--- src/sv/swm_pkg.sv ---
// Shared types and constants for the sliding-window median filter.
// No dependencies; imported by every module of the block.
`default_nettype none

package swm_pkg;

    localparam int WINDOW_MAX_DEF  = 64;
    localparam int SAMPLE_BITS_DEF = 32;

    // widths fixed by the register map
    localparam int CFG_CNT_W  = 7;
    localparam int CFG_DATA_W = 32;
    localparam int FILL_W     = 32;
    localparam int CFG_IDX_W  = 2;

    localparam logic [CFG_CNT_W-1:0] WINDOW_LEN_RESET = CFG_CNT_W'(3);

    // cells per group in the median select tree
    localparam int GROUP_SIZE = 8;

    typedef enum logic [CFG_IDX_W-1:0] {
        REG_WINDOW_LENGTH  = 2'd0,
        REG_PARTIAL_ENABLE = 2'd1,
        REG_LEAST_COUNT    = 2'd2,
        REG_FILL_VALUE     = 2'd3
    } swm_cfg_reg_t;

    typedef enum logic [1:0] {
        OP_IDLE    = 2'd0,
        OP_INSERT  = 2'd1,
        OP_DELETE  = 2'd2,
        OP_REPLACE = 2'd3
    } swm_op_t;

    // broadcast to every sorted cell each cycle
    typedef struct packed {
        swm_op_t op;
        logic    rep_up;   // replace with new sample >= departing sample
    } swm_cmd_t;

endpackage

`default_nettype wire

--- src/sv/swm_cell.sv ---
// One cell of the sorted chain: holds one sample and moves it to or from a neighbor.
// Depends on swm_pkg for the broadcast command.
`default_nettype none

module swm_cell #(
    parameter int SAMPLE_BITS = 32,
    parameter int CNT_W       = 7,
    parameter int IDX         = 0
) (
    input  wire logic                          aclk,
    input  wire swm_pkg::swm_cmd_t             cmd,
    input  wire logic [CNT_W-1:0]              count,
    input  wire logic signed [SAMPLE_BITS-1:0] s_val,
    input  wire logic signed [SAMPLE_BITS-1:0] v_val,
    input  wire logic signed [SAMPLE_BITS-1:0] left_val,
    input  wire logic                          left_gt,
    input  wire logic                          left_live,
    input  wire logic signed [SAMPLE_BITS-1:0] right_val,
    input  wire logic                          right_gt,
    input  wire logic                          right_live,
    output logic signed [SAMPLE_BITS-1:0]      val,
    output logic                               gt_s,
    output logic                               live
);
    import swm_pkg::*;

    logic signed [SAMPLE_BITS-1:0] val_reg;
    logic signed [SAMPLE_BITS-1:0] val_next;
    logic                          ge_v;
    logic                          le_v;

    assign live = (CNT_W'(IDX) < count);
    assign gt_s = (val_reg > s_val);
    assign ge_v = (val_reg >= v_val);
    assign le_v = (val_reg <= v_val);
    assign val  = val_reg;

    always_comb begin
        val_next = val_reg;
        unique case (cmd.op)
            OP_INSERT: begin
                // shift right past the new sample, first free cell takes the tail
                if ((live && gt_s) || (!live && left_live)) begin
                    val_next = (left_live && left_gt) ? left_val : s_val;
                end
            end
            OP_DELETE: begin
                if (live && ge_v) begin
                    val_next = right_val;
                end
            end
            OP_REPLACE: begin
                if (cmd.rep_up) begin
                    // close the gap leftward up to the new sample's slot
                    if (live && ge_v && !gt_s) begin
                        val_next = (right_live && !right_gt) ? right_val : s_val;
                    end
                end else begin
                    if (live && gt_s && le_v) begin
                        val_next = left_gt ? left_val : s_val;
                    end
                end
            end
            default: begin
                val_next = val_reg;
            end
        endcase
    end

    always_ff @(posedge aclk) begin
        val_reg <= val_next;
    end

endmodule

`default_nettype wire

--- config.mk ---
export PLATFORM = sky130hd
export DESIGN_NAME = swm_cell
export DESIGN_NICKNAME = d
export VERILOG_FILES = /design/src/sv/swm_pkg.sv /design/src/sv/swm_cell.sv
export SDC_FILE = /design/constraint.sdc
export NUM_CORES = 1
export LEC_CHECK = 0
export ABC_AREA = 1
export BUFFER_PORTS_ARGS = -buffer_cell sky130_fd_sc_hd__buf_2
export CAP_MARGIN = 20
export CORE_ASPECT_RATIO = 0.7
export CORE_MARGIN = 2
export CORE_UTILIZATION = 35
export DETAILED_ROUTE_END_ITERATION = 10
export PLACE_DENSITY_LB_ADDON = 0.1
export RECOVER_POWER = 25
export SLEW_MARGIN = 0
export SYNTH_ARGS = -nofsm -noshare
export SYNTH_HDL_FRONTEND = slang
export SYNTH_SLANG_ARGS = --single-unit
--- constraint.sdc ---
create_clock -name aclk -period 2.9 [get_ports aclk]
set_input_delay 0.435 -clock aclk [delete_from_list [all_inputs] [get_ports aclk]]
set_output_delay 0.435 -clock aclk [all_outputs]
set_load 0.1 [all_outputs]
==> results of run 1 <==
-- worst paths after layout --
| check | start | slack (ns) | end | depth (start not counted) |
|---|---|---|---|---|
| max | val[15] | 0.18 | gt_s | 10 |
| min | right_val[10] | 0.46 | val[10] | 3 |
| min reg2reg | val[31] | 1.49 | val[29] | 9 |
| max reg2reg | val[15] | 0.24 | val[7] | 13 |
-- per-layer routing --
metal	up-vias	track usage [%]	wire [um]
li1	2652	-	-
met1	2424	34.2	8030
met2	207	39.9	7540
met3	16	3.45	1110
met4	0	3.73	97
met5	-	0	0
-- cells by family after synthesis --
group | after synthesis
flops | 32
fa+ha+maj | 67
simple gates | 245
compound gates | 199
buf+inv | 122
-- placed cells by master, fill, tap and decap left out, types with 8 or more instances in the layout --
cell type  count
nand4_1       12
nand2_1      150
inv_1         85
clkbuf_1      24
a21oi_1       53
a221o_1       12
buf_2        151
buf_4         14
nand3_1       26
o22ai_1        8
edfxtp_1      32
o21ai_0       53
o211ai_1      46
nor2_1        40
ha_1          65
o21ai_1       18
-- stage by stage --
step	hold WS (ns)	area [um^2]	setup slack (ns)	power, W	instances
final	0.462	5770	0.185	0.00300	993
after global routing	0.482	5770	0.0167	0.00319	993
after CTS	0.464	5780	0.106	0.00301	992
after detailed placement	0.746	5620	0.115	0.00240	984
after global placement	0.752	5620	0.127	0.00238	984
after floorplan	0.638	4530	-0.706	0.00193	665
-- worst max-delay path, delay by kind of cell, from the launching register on --
family	cells	cell delay, ns
compound gates	3	0.55
fa+ha+maj	1	0.32
buf+inv	1	0.16
flops	1	0.45
simple gates	5	0.50
-- Yosys cell counts, drive strengths merged --
| cell type | n | area share, % |
|---|---|---|
| nor4 | 1 | 0.14 |
| a31oi | 1 | 0.14 |
| o211ai | 46 | 7.7 |
| o22ai | 8 | 1.1 |
| clkbuf | 25 | 2.1 |
| inv | 88 | 7.3 |
| a21oi | 55 | 6.2 |
| nand3b | 1 | 0.17 |
| a21o | 2 | 0.33 |
| ha | 67 | 19 |
| a221o | 12 | 2.7 |
| nand4 | 12 | 1.7 |
| nor2 | 47 | 4.5 |
| o21ai | 71 | 7.9 |
| nor3 | 2 | 0.22 |
| nand2 | 155 | 13 |
| clkinv | 1 | 0.083 |
| nand3 | 27 | 3.1 |
| buf | 8 | 0.86 |
| o21a | 4 | 0.70 |
| edfxtp | 32 | 21 |
-- area by class of cell --
class / instances / share of cell area (%)
multi-input cells: 511 / 54.0
repair buffers: 191 / 17.2
flip-flops and latches: 32 / 16.7
inverters: 89 / 5.79
well taps: 162 / 3.51
clock buffers: 5 / 2.17
clock inverters: 3 / 0.651
-- power groups by stage --
stage / combinational, W / sequential, W / clock [W]
floorplan: 0.000677 / 0.00125 / 0
global placement: 0.00166 / 0.000723 / 0
detailed placement: 0.00168 / 0.000725 / 0
CTS: 0.00168 / 0.000717 / 0.000609
global route: 0.00182 / 0.000729 / 0.000635
finish: 0.00167 / 0.000717 / 0.000607
-- repair_timing --
action,CTS,global route
hold endpoints to repair,0,0
endpoints found under the setup margin,0,32
gates resized for setup,0,2
setup buffers,0,1
==> qor.yml, run 1 <==
status: "finished clean"
tns_ns: 0
post-route-period-util_pct: 93.6
drtIter0Drc: 325
final_net_count: 1040
critical_path.endpoint_type: "output port"
syn_nets: 875
ant_nets: 0
cts-root-buf: "clkbuf_16"
gr-total-overflow: 0
p_int_w: 0.00149
dp_hpwl_mm: 13.1
max_clock_freq_ghz: 0.368
ys_warn_count: 0
synth_compound_area_share_pct: 26.7
p_switching_w: 0.00151
grtUsageTotal_pct: 24.1
start_util_pct: 36.1
antenna_found_initial: 0
finalSetupViolations: 0
crit_path_top_delay_cell: "edfxtp_1"
dieArea_mm2: 0.0138
cp.required_ns: 2.47
cts_tree: "done"
p_per_area_mw_per_mm2: 520
peakVddDrop_v: 0.000313
num_vias: 5299
dieHeight_um: 98.9
ys_types: 30
synth_cells: 665
vias_per_cell: 5.34
drv_slew: 0
cap_viol_max_count: 0
avgSynthCellArea_um2: 6.76
synth.area.mux_share_pct: 0
core-area_mm2: 0.0125
synth-simple-area-share_pct: 22.9
grt_pass1_wl_mm: 26.7
max-slew-margin-rel_pct: 22.3
startpoint_type: "register"
worstSkewPairLatency_ns: 0.28
critPathMaxFanout: 3
wirelength_mm: 16.8
firstDrtPassIters: 6
path_clk_slew_ns: 0.06
final_layout_size_suffix_gt1_share_pct: 23.3
cpPeakStageDelay_ns: 0.45
ctsHtreeMaxLevel: 2
diodes: 0
die_x_um: 139
io_buffers: 176
netSwitchingFraction_pct: 50.3
clock_skew_ns: 0.00383
leakagePower_nw: 2.90
final_util_pct: 46.3
ioPinCount: 177
seq_area_frac_synth_pct: 21.4
synth_top_family_by_area: "compound AO/OA/AOI/OAI gates"
seqPwrFrac_pct: 23.9
syn2layout_area_growth_pct: 28.2
clock_power_share_pct: 20.3
route.detailed.wl_per_inst_um: 16.9
hold_violations: 0
grt_setup_unrepaired: "false"
regArea_um2: 961
synth_xor_area_share_pct: 0
synthAdderAreaFrac_pct: 18.6
route.detailed.drc: 0
grt_start_max_net_pins: 40
clock-sinks: 32
fin_crit_ns: 2.72
cts_buffers: 5
grt_pass1_vias: 5168
multi_input_area_mm2: 0.00312
num-fill-cells: 1338
synth-seq-cells: 32
postCtsHoldBufs: 0
crit_chain: "ha_1 -> a21oi_1 -> o21ai_0 -> a21oi_1 -> nand2_1 -> nand2_2 -> nand3_2 -> nand2_2 -> nor2_4 -> buf_12"
largest_reg_flops: 32
pwr-share-comb_pct: 55.8
gp_congestion: 0.857
critPathKind: "register to output port"
arrival_ns: 2.28
worstHoldPathType: "primary input to register"
syn-cell-area_mm2: 0.00450
clockBufferDepth: 2
tightest_slew_ns: 1.17
num_rows: 34
Note: power is estimated with default switching activity, not from simulation.
==> run 2, diff against run 1 <==
--- a/config.mk
+++ b/config.mk
@@ -6,13 +6,13 @@
 export NUM_CORES = 1
 export LEC_CHECK = 0
 export ABC_AREA = 1
-export BUFFER_PORTS_ARGS = -buffer_cell sky130_fd_sc_hd__buf_2
+export BUFFER_PORTS_ARGS = -buffer_cell sky130_fd_sc_hd__buf_4
 export CAP_MARGIN = 20
 export CORE_ASPECT_RATIO = 0.7
 export CORE_MARGIN = 2
 export CORE_UTILIZATION = 35
 export DETAILED_ROUTE_END_ITERATION = 10
-export PLACE_DENSITY_LB_ADDON = 0.1
+export GPL_ROUTABILITY_DRIVEN = 0
 export RECOVER_POWER = 25
 export SLEW_MARGIN = 0
 export SYNTH_ARGS = -nofsm -noshare
==> qor.yml, run 2 (synthesis results as in run 1) <==
clockBufferDepth: 2  # unchanged
cts_buffers: 5  # unchanged
num_vias: 5368  # +1.3%
hold_violations: 0  # unchanged
firstDrtPassIters: 5  # -1
postCtsHoldBufs: 0  # unchanged
cap_viol_max_count: 0  # unchanged
peakVddDrop_v: 0.000271  # -13%
cts-root-buf: "clkbuf_16"
max_clock_freq_ghz: 0.366  # -0.70%
startpoint_type: "register"
grt_setup_unrepaired: "false"
dp_hpwl_mm: 13.0  # -0.39%
ioPinCount: 177  # unchanged
critPathKind: "register to output port"
antenna_found_initial: 0  # unchanged
io_buffers: 176  # unchanged
start_util_pct: 36.1  # unchanged
critPathMaxFanout: 3  # unchanged
arrival_ns: 2.30  # +0.02 ns
use_met1_pct: 33.1  # -1.1 points
met2_usage_pct: 39.1  # -0.87 points
critical_path.endpoint_type: "output port"
ctsHtreeMaxLevel: 2  # unchanged
drtIter0Drc: 322  # -0.92%
drv_slew: 0  # unchanged
cts_setup_buffers: 0  # unchanged
path_clk_slew_ns: 0.06  # about the same
core-area_mm2: 0.0125  # unchanged
clock-sinks: 32  # unchanged
top_usage_layer: "met2"
p_per_area_mw_per_mm2: 484  # -6.8%
route.detailed.wl_per_inst_um: 17.3  # +2.1%
post-place-ws_ns: 0.179  # +0.0647 ns
grt_pass1_wl_mm: 26.8  # +0.49%
worstSkewPairLatency_ns: 0.28  # about the same
leakagePower_nw: 3.01  # +3.5%
route.detailed.drc: 0  # unchanged
dieHeight_um: 98.9  # unchanged
fin_crit_ns: 2.73  # +0.0191 ns
final_common_cell: "buf_4"
largest_reg_flops: 32  # unchanged
worstHoldPathType: "primary input to register"
die_x_um: 139  # unchanged
status: "finished clean"
final_layout_size_suffix_gt1_share_pct: 22.9  # -0.46 points
wirelength_mm: 17.1  # +1.6%
syn2layout_area_growth_pct: 35.0
clock_skew_ns: 0.00564  # +0.00181 ns
post-route-period-util_pct: 94.3  # +0.66 points
num_rows: 34  # unchanged
max-slew-margin-rel_pct: 19.4  # -2.9 points
finalSetupViolations: 0  # unchanged
vias_per_cell: 5.43  # +1.8%
final_cell_mix: "161 x buf_4, 150 x nand2_1, 85 x inv_1"
met3_usage_pct: 4.52  # +1.1 points
gr-total-overflow: 0  # unchanged
fin_ws_ns: 0.166  # -0.0191 ns
diodes: 0  # unchanged
ant_nets: 0  # unchanged
cts_tree: "done"
grt_start_max_net_pins: 46  # +15%
grtUsageTotal_pct: 24.2  # +0.12 points
dieArea_mm2: 0.0138  # unchanged
final_util_pct: 48.7  # +2.5 points
final_net_count: 1036  # -0.38%
cp.required_ns: 2.47  # about the same
grt_pass1_vias: 5322  # +3.0%
cts_resized: 0  # unchanged
tightest_slew_ns: 1.21  # +0.0432 ns
==> run 2: cell types whose count changed in the layout (fill, tap and decap cells not counted), sizes merged <==
cell,previous run,this run
bufinv,1,0
clkbuf,29,30
clkinv,3,2
buf,167,163
==> run 2: report_power, final <==
part	leakage, nW	switching, W	total [W]	internal (W)
Combinational	2.63	0.00122	0.00172	0.000502
Clock	0.0667	0.000196	0.000509	0.000312
Sequential	0.309	0.0000869	0.000714	0.000628
Total	3.01	0.00150	0.00294	0.00144
==> run 2: metal layers <==
layer | part of all wire, % | wire (um)
met1 | 45 | 7590
met2 | 46 | 7830
met3 | 8.5 | 1450
met4 | 1.1 | 183
met5 | 0 | 0
==> run 2: worst paths after layout <==
path | start | end | slack [ns] | depth (start not counted)
worst max register to register | val[15] | val[20] | 0.30 | 13
worst min-delay path | right_val[5] | val[5] | 0.46 | 3
worst min register to register | val[31] | val[27] | 1.37 | 9
worst max-delay path | val[15] | gt_s | 0.17 | 10
==> run 2: cell type report <==
cell class	instances	area, um^2
multi-input combinational	511	3100
sequential	32	961
fill	1268	6390
timing repair buffer	187	1340
inverter	89	334
tap	162	203
clock buffer	6	129
clock inverter	1	5.00
==> run 2: stage by stage <==
stage               std cells  hold WS [ns]  instance area [um^2]  total power, W  setup TNS (ns)
detailed placement        981         0.742                  6030         0.00248               0
finish                    988         0.460                  6070         0.00294               0
global placement          981         0.740                  6030         0.00245               0
CTS                       988         0.456                  6160         0.00299               0
global route              988         0.471                  6070         0.00312               0
floorplan                 665         0.638                  4530         0.00193          -22.58
==> run 2: critical path, cell delays in order, from the launching register on <==
cell,delay [ns]
edfxtp_1,0.43
ha_1,0.31
a21oi_1,0.27
o21ai_0,0.13
a21oi_1,0.17
nand2_1,0.12
nand2_2,0.10
nand3_2,0.10
nand2_2,0.11
nor2_4,0.05
buf_4,0.23
==> run 3, diff against run 2 <==
--- a/config.mk
+++ b/config.mk
@@ -10,9 +10,10 @@
 export CAP_MARGIN = 20
 export CORE_ASPECT_RATIO = 0.7
 export CORE_MARGIN = 2
-export CORE_UTILIZATION = 35
+export CORE_UTILIZATION = 40
 export DETAILED_ROUTE_END_ITERATION = 10
 export GPL_ROUTABILITY_DRIVEN = 0
+export PLACE_DENSITY = 0.7
 export RECOVER_POWER = 25
 export SLEW_MARGIN = 0
 export SYNTH_ARGS = -nofsm -noshare
==> qor.yml, run 3 (synthesis results as in run 1) <==
p_switching_w: 0.00149  # -0.34%
gr-total-overflow: 0  # unchanged
cpPeakStageDelay_ns: 0.48  # +0.05 ns
r2r_slack_ns: 0.19  # -0.11 ns
hold_violations: 0  # unchanged
holdPathEnd: "val[3]"
tightest_slew_ns: 1.17  # -0.0437 ns
peakVddDrop_v: 0.000258  # -4.7%
firstDrtPassIters: 7  # +2
cp.required_ns: 2.47  # about the same
fin_area_mm2: 0.00609  # +0.29%
vias_per_cell: 5.56  # +2.3%
arrival_ns: 2.35  # +0.05 ns
grt_start_max_net_pins: 46  # unchanged
postCtsHoldBufs: 0  # unchanged
max-slew-margin-rel_pct: 22.3  # +2.9 points
clockBufferDepth: 2  # unchanged
route.detailed.drc: 0  # unchanged
grt_pass1_vias: 5330  # +0.15%
clock_power_share_pct: 17.3  # about the same
hold_path_depth: 3  # unchanged
grtUsageTotal_pct: 27.1  # +2.9 points
final_layout_size_suffix_gt1_share_pct: 23.3  # +0.40 points
die_x_um: 131  # -6.3%
seqPwrFrac_pct: 24.3  # about the same
critPathMaxFanout: 5  # +2
pwr-share-comb_pct: 58.5  # about the same
ctsHtreeMaxLevel: 2  # unchanged
antenna_found_initial: 0  # unchanged
finalSetupViolations: 0  # unchanged
cts_tree: "done"
fin_hold_ws_ns: 0.458  # -0.00211 ns
grt_pass1_wl_mm: 25.8  # -3.9%
clock-sinks: 32  # unchanged
timing.rr.start: "val[31]"
critical_path.endpoint_type: "output port"
leakagePower_nw: 3.01  # +0.14%
post-route-period-util_pct: 96.2  # +1.9 points
final_util_pct: 55.5  # +6.8 points
netSwitchingFraction_pct: 50.6  # -0.35 points
min_from: "right_val[3]"
fin_crit_ns: 2.79  # +0.0547 ns
worstHoldPathType: "primary input to register"
p_per_area_mw_per_mm2: 484  # about the same
dieArea_mm2: 0.0121  # -12%
ioPinCount: 177  # unchanged
dieHeight_um: 92.7  # -6.2%
drtIter0Drc: 435  # +35%
diodes: 0  # unchanged
final_net_count: 1038  # +0.19%
critPathKind: "register to output port"
path_clk_slew_ns: 0.05  # about the same
num_vias: 5458  # +1.7%
io_buffers: 176  # unchanged
post-place-ws_ns: 0.0111  # -0.168 ns
dp_hpwl_mm: 12.8  # -1.3%
ant_nets: 0  # unchanged
start_util_pct: 41.0  # +4.9 points
path_common_cell: "nand2_2"
crit_chain: "buf_4 -> ha_4 -> nand2_1 -> nor2_2 -> nand2_2 -> nor2_4 -> nand2_2 -> nand3_2 -> nand2_2 -> nor2_4 -> buf_6"
placed_cell_area_mm2: 0.00601  # -0.39%
cts-root-buf: "clkbuf_16"
num_rows: 32  # -5.9%
status: "finished clean"
r2r_end: "val[23]"
wirelength_mm: 16.7  # -2.2%
max_clock_freq_ghz: 0.359  # -2.0%
crit_path_top_delay_cell: "edfxtp_1"
largest_reg_flops: 32  # unchanged
worstSkewPairLatency_ns: 0.28  # about the same
grt_setup_unrepaired: "false"
core-area_mm2: 0.0110  # -12%
total_power_w: 0.00295  # +0.34%
final_cell_mix: "163 x buf_4, 150 x nand2_1, 85 x inv_1"
drv_slew: 0  # unchanged
reg2reg_depth: 15  # +2
clock_skew_ns: 0.00396  # -0.00168 ns
final_common_cell: "buf_4"
cap_viol_max_count: 0  # unchanged
cts_buffers: 5  # unchanged
syn2layout_area_growth_pct: 35.4
route.detailed.wl_per_inst_um: 17.0  # -1.6%
p_int_w: 0.00146  # +1.1%
startpoint_type: "register"
fin_ws_ns: 0.111  # -0.0547 ns
==> run 3: cell types whose count changed in the layout (fill, tap and decap cells not counted), sizes merged <==
cell	change
buf	+2
clkbuf	+1
==> run 3: power groups by stage <==
stage	Clock, W	Combinational (W)	Sequential (W)
CTS	0.000516	0.00175	0.000719
global placement	0	0.00170	0.000725
finish	0.000509	0.00173	0.000716
global route	0.000542	0.00187	0.000726
floorplan	0	0.000677	0.00125
detailed placement	0	0.00174	0.000725
==> run 3: timing repair <==
action	4_1_cts	5_1_grt
resized for setup	0	5
buffers inserted	0	2
endpoints found under the hold margin	0	0
endpoints found under the setup margin	0	32
==> run 3: worst max-delay path by stage <==
stage,from,to,slack [ns],cells past startpoint
finish,val[31],gt_s,0.11,11
global route,val[31],val[29],0.03,14
CTS,val[31],val[18],0.008,14
detailed placement,v_val[31],val[24],0.01,16
global placement,v_val[31],val[15],0.15,16
floorplan,val[23],val[0],-0.71,13
==> run 3: metrics by stage <==
step | cells | setup TNS (ns)
floorplan | 665 | -22.58
global placement | 972 | 0
detailed placement | 972 | 0
CTS | 980 | 0
global route | 982 | 0
finish | 982 | 0
==> run 3: layer usage <==
metal	global-route usage, %	share of wire, %	vias up
li1	-	-	2641
met1	34.5	43	2486
met2	45.4	45	302
met3	6.93	11	29
met4	7.36	1.5	0
met5	0	0	-
==> run 3: cell type report <==
class                      count  area (um^2)
tap                          153          191
fill                        1080         4880
sequential                    32          961
inverter                      89          334
multi-input combinational    511         3120
clock buffer                   7          133
timing repair buffer         189         1350
clock inverter                 1         3.75
==> run 3: critical path, delay by kind of cell (launching register included) <==
kind | cells | cell delay [ns]
fa+ha+maj | 1 | 0.29
simple gates | 8 | 0.85
buf+inv | 2 | 0.44
flops | 1 | 0.48
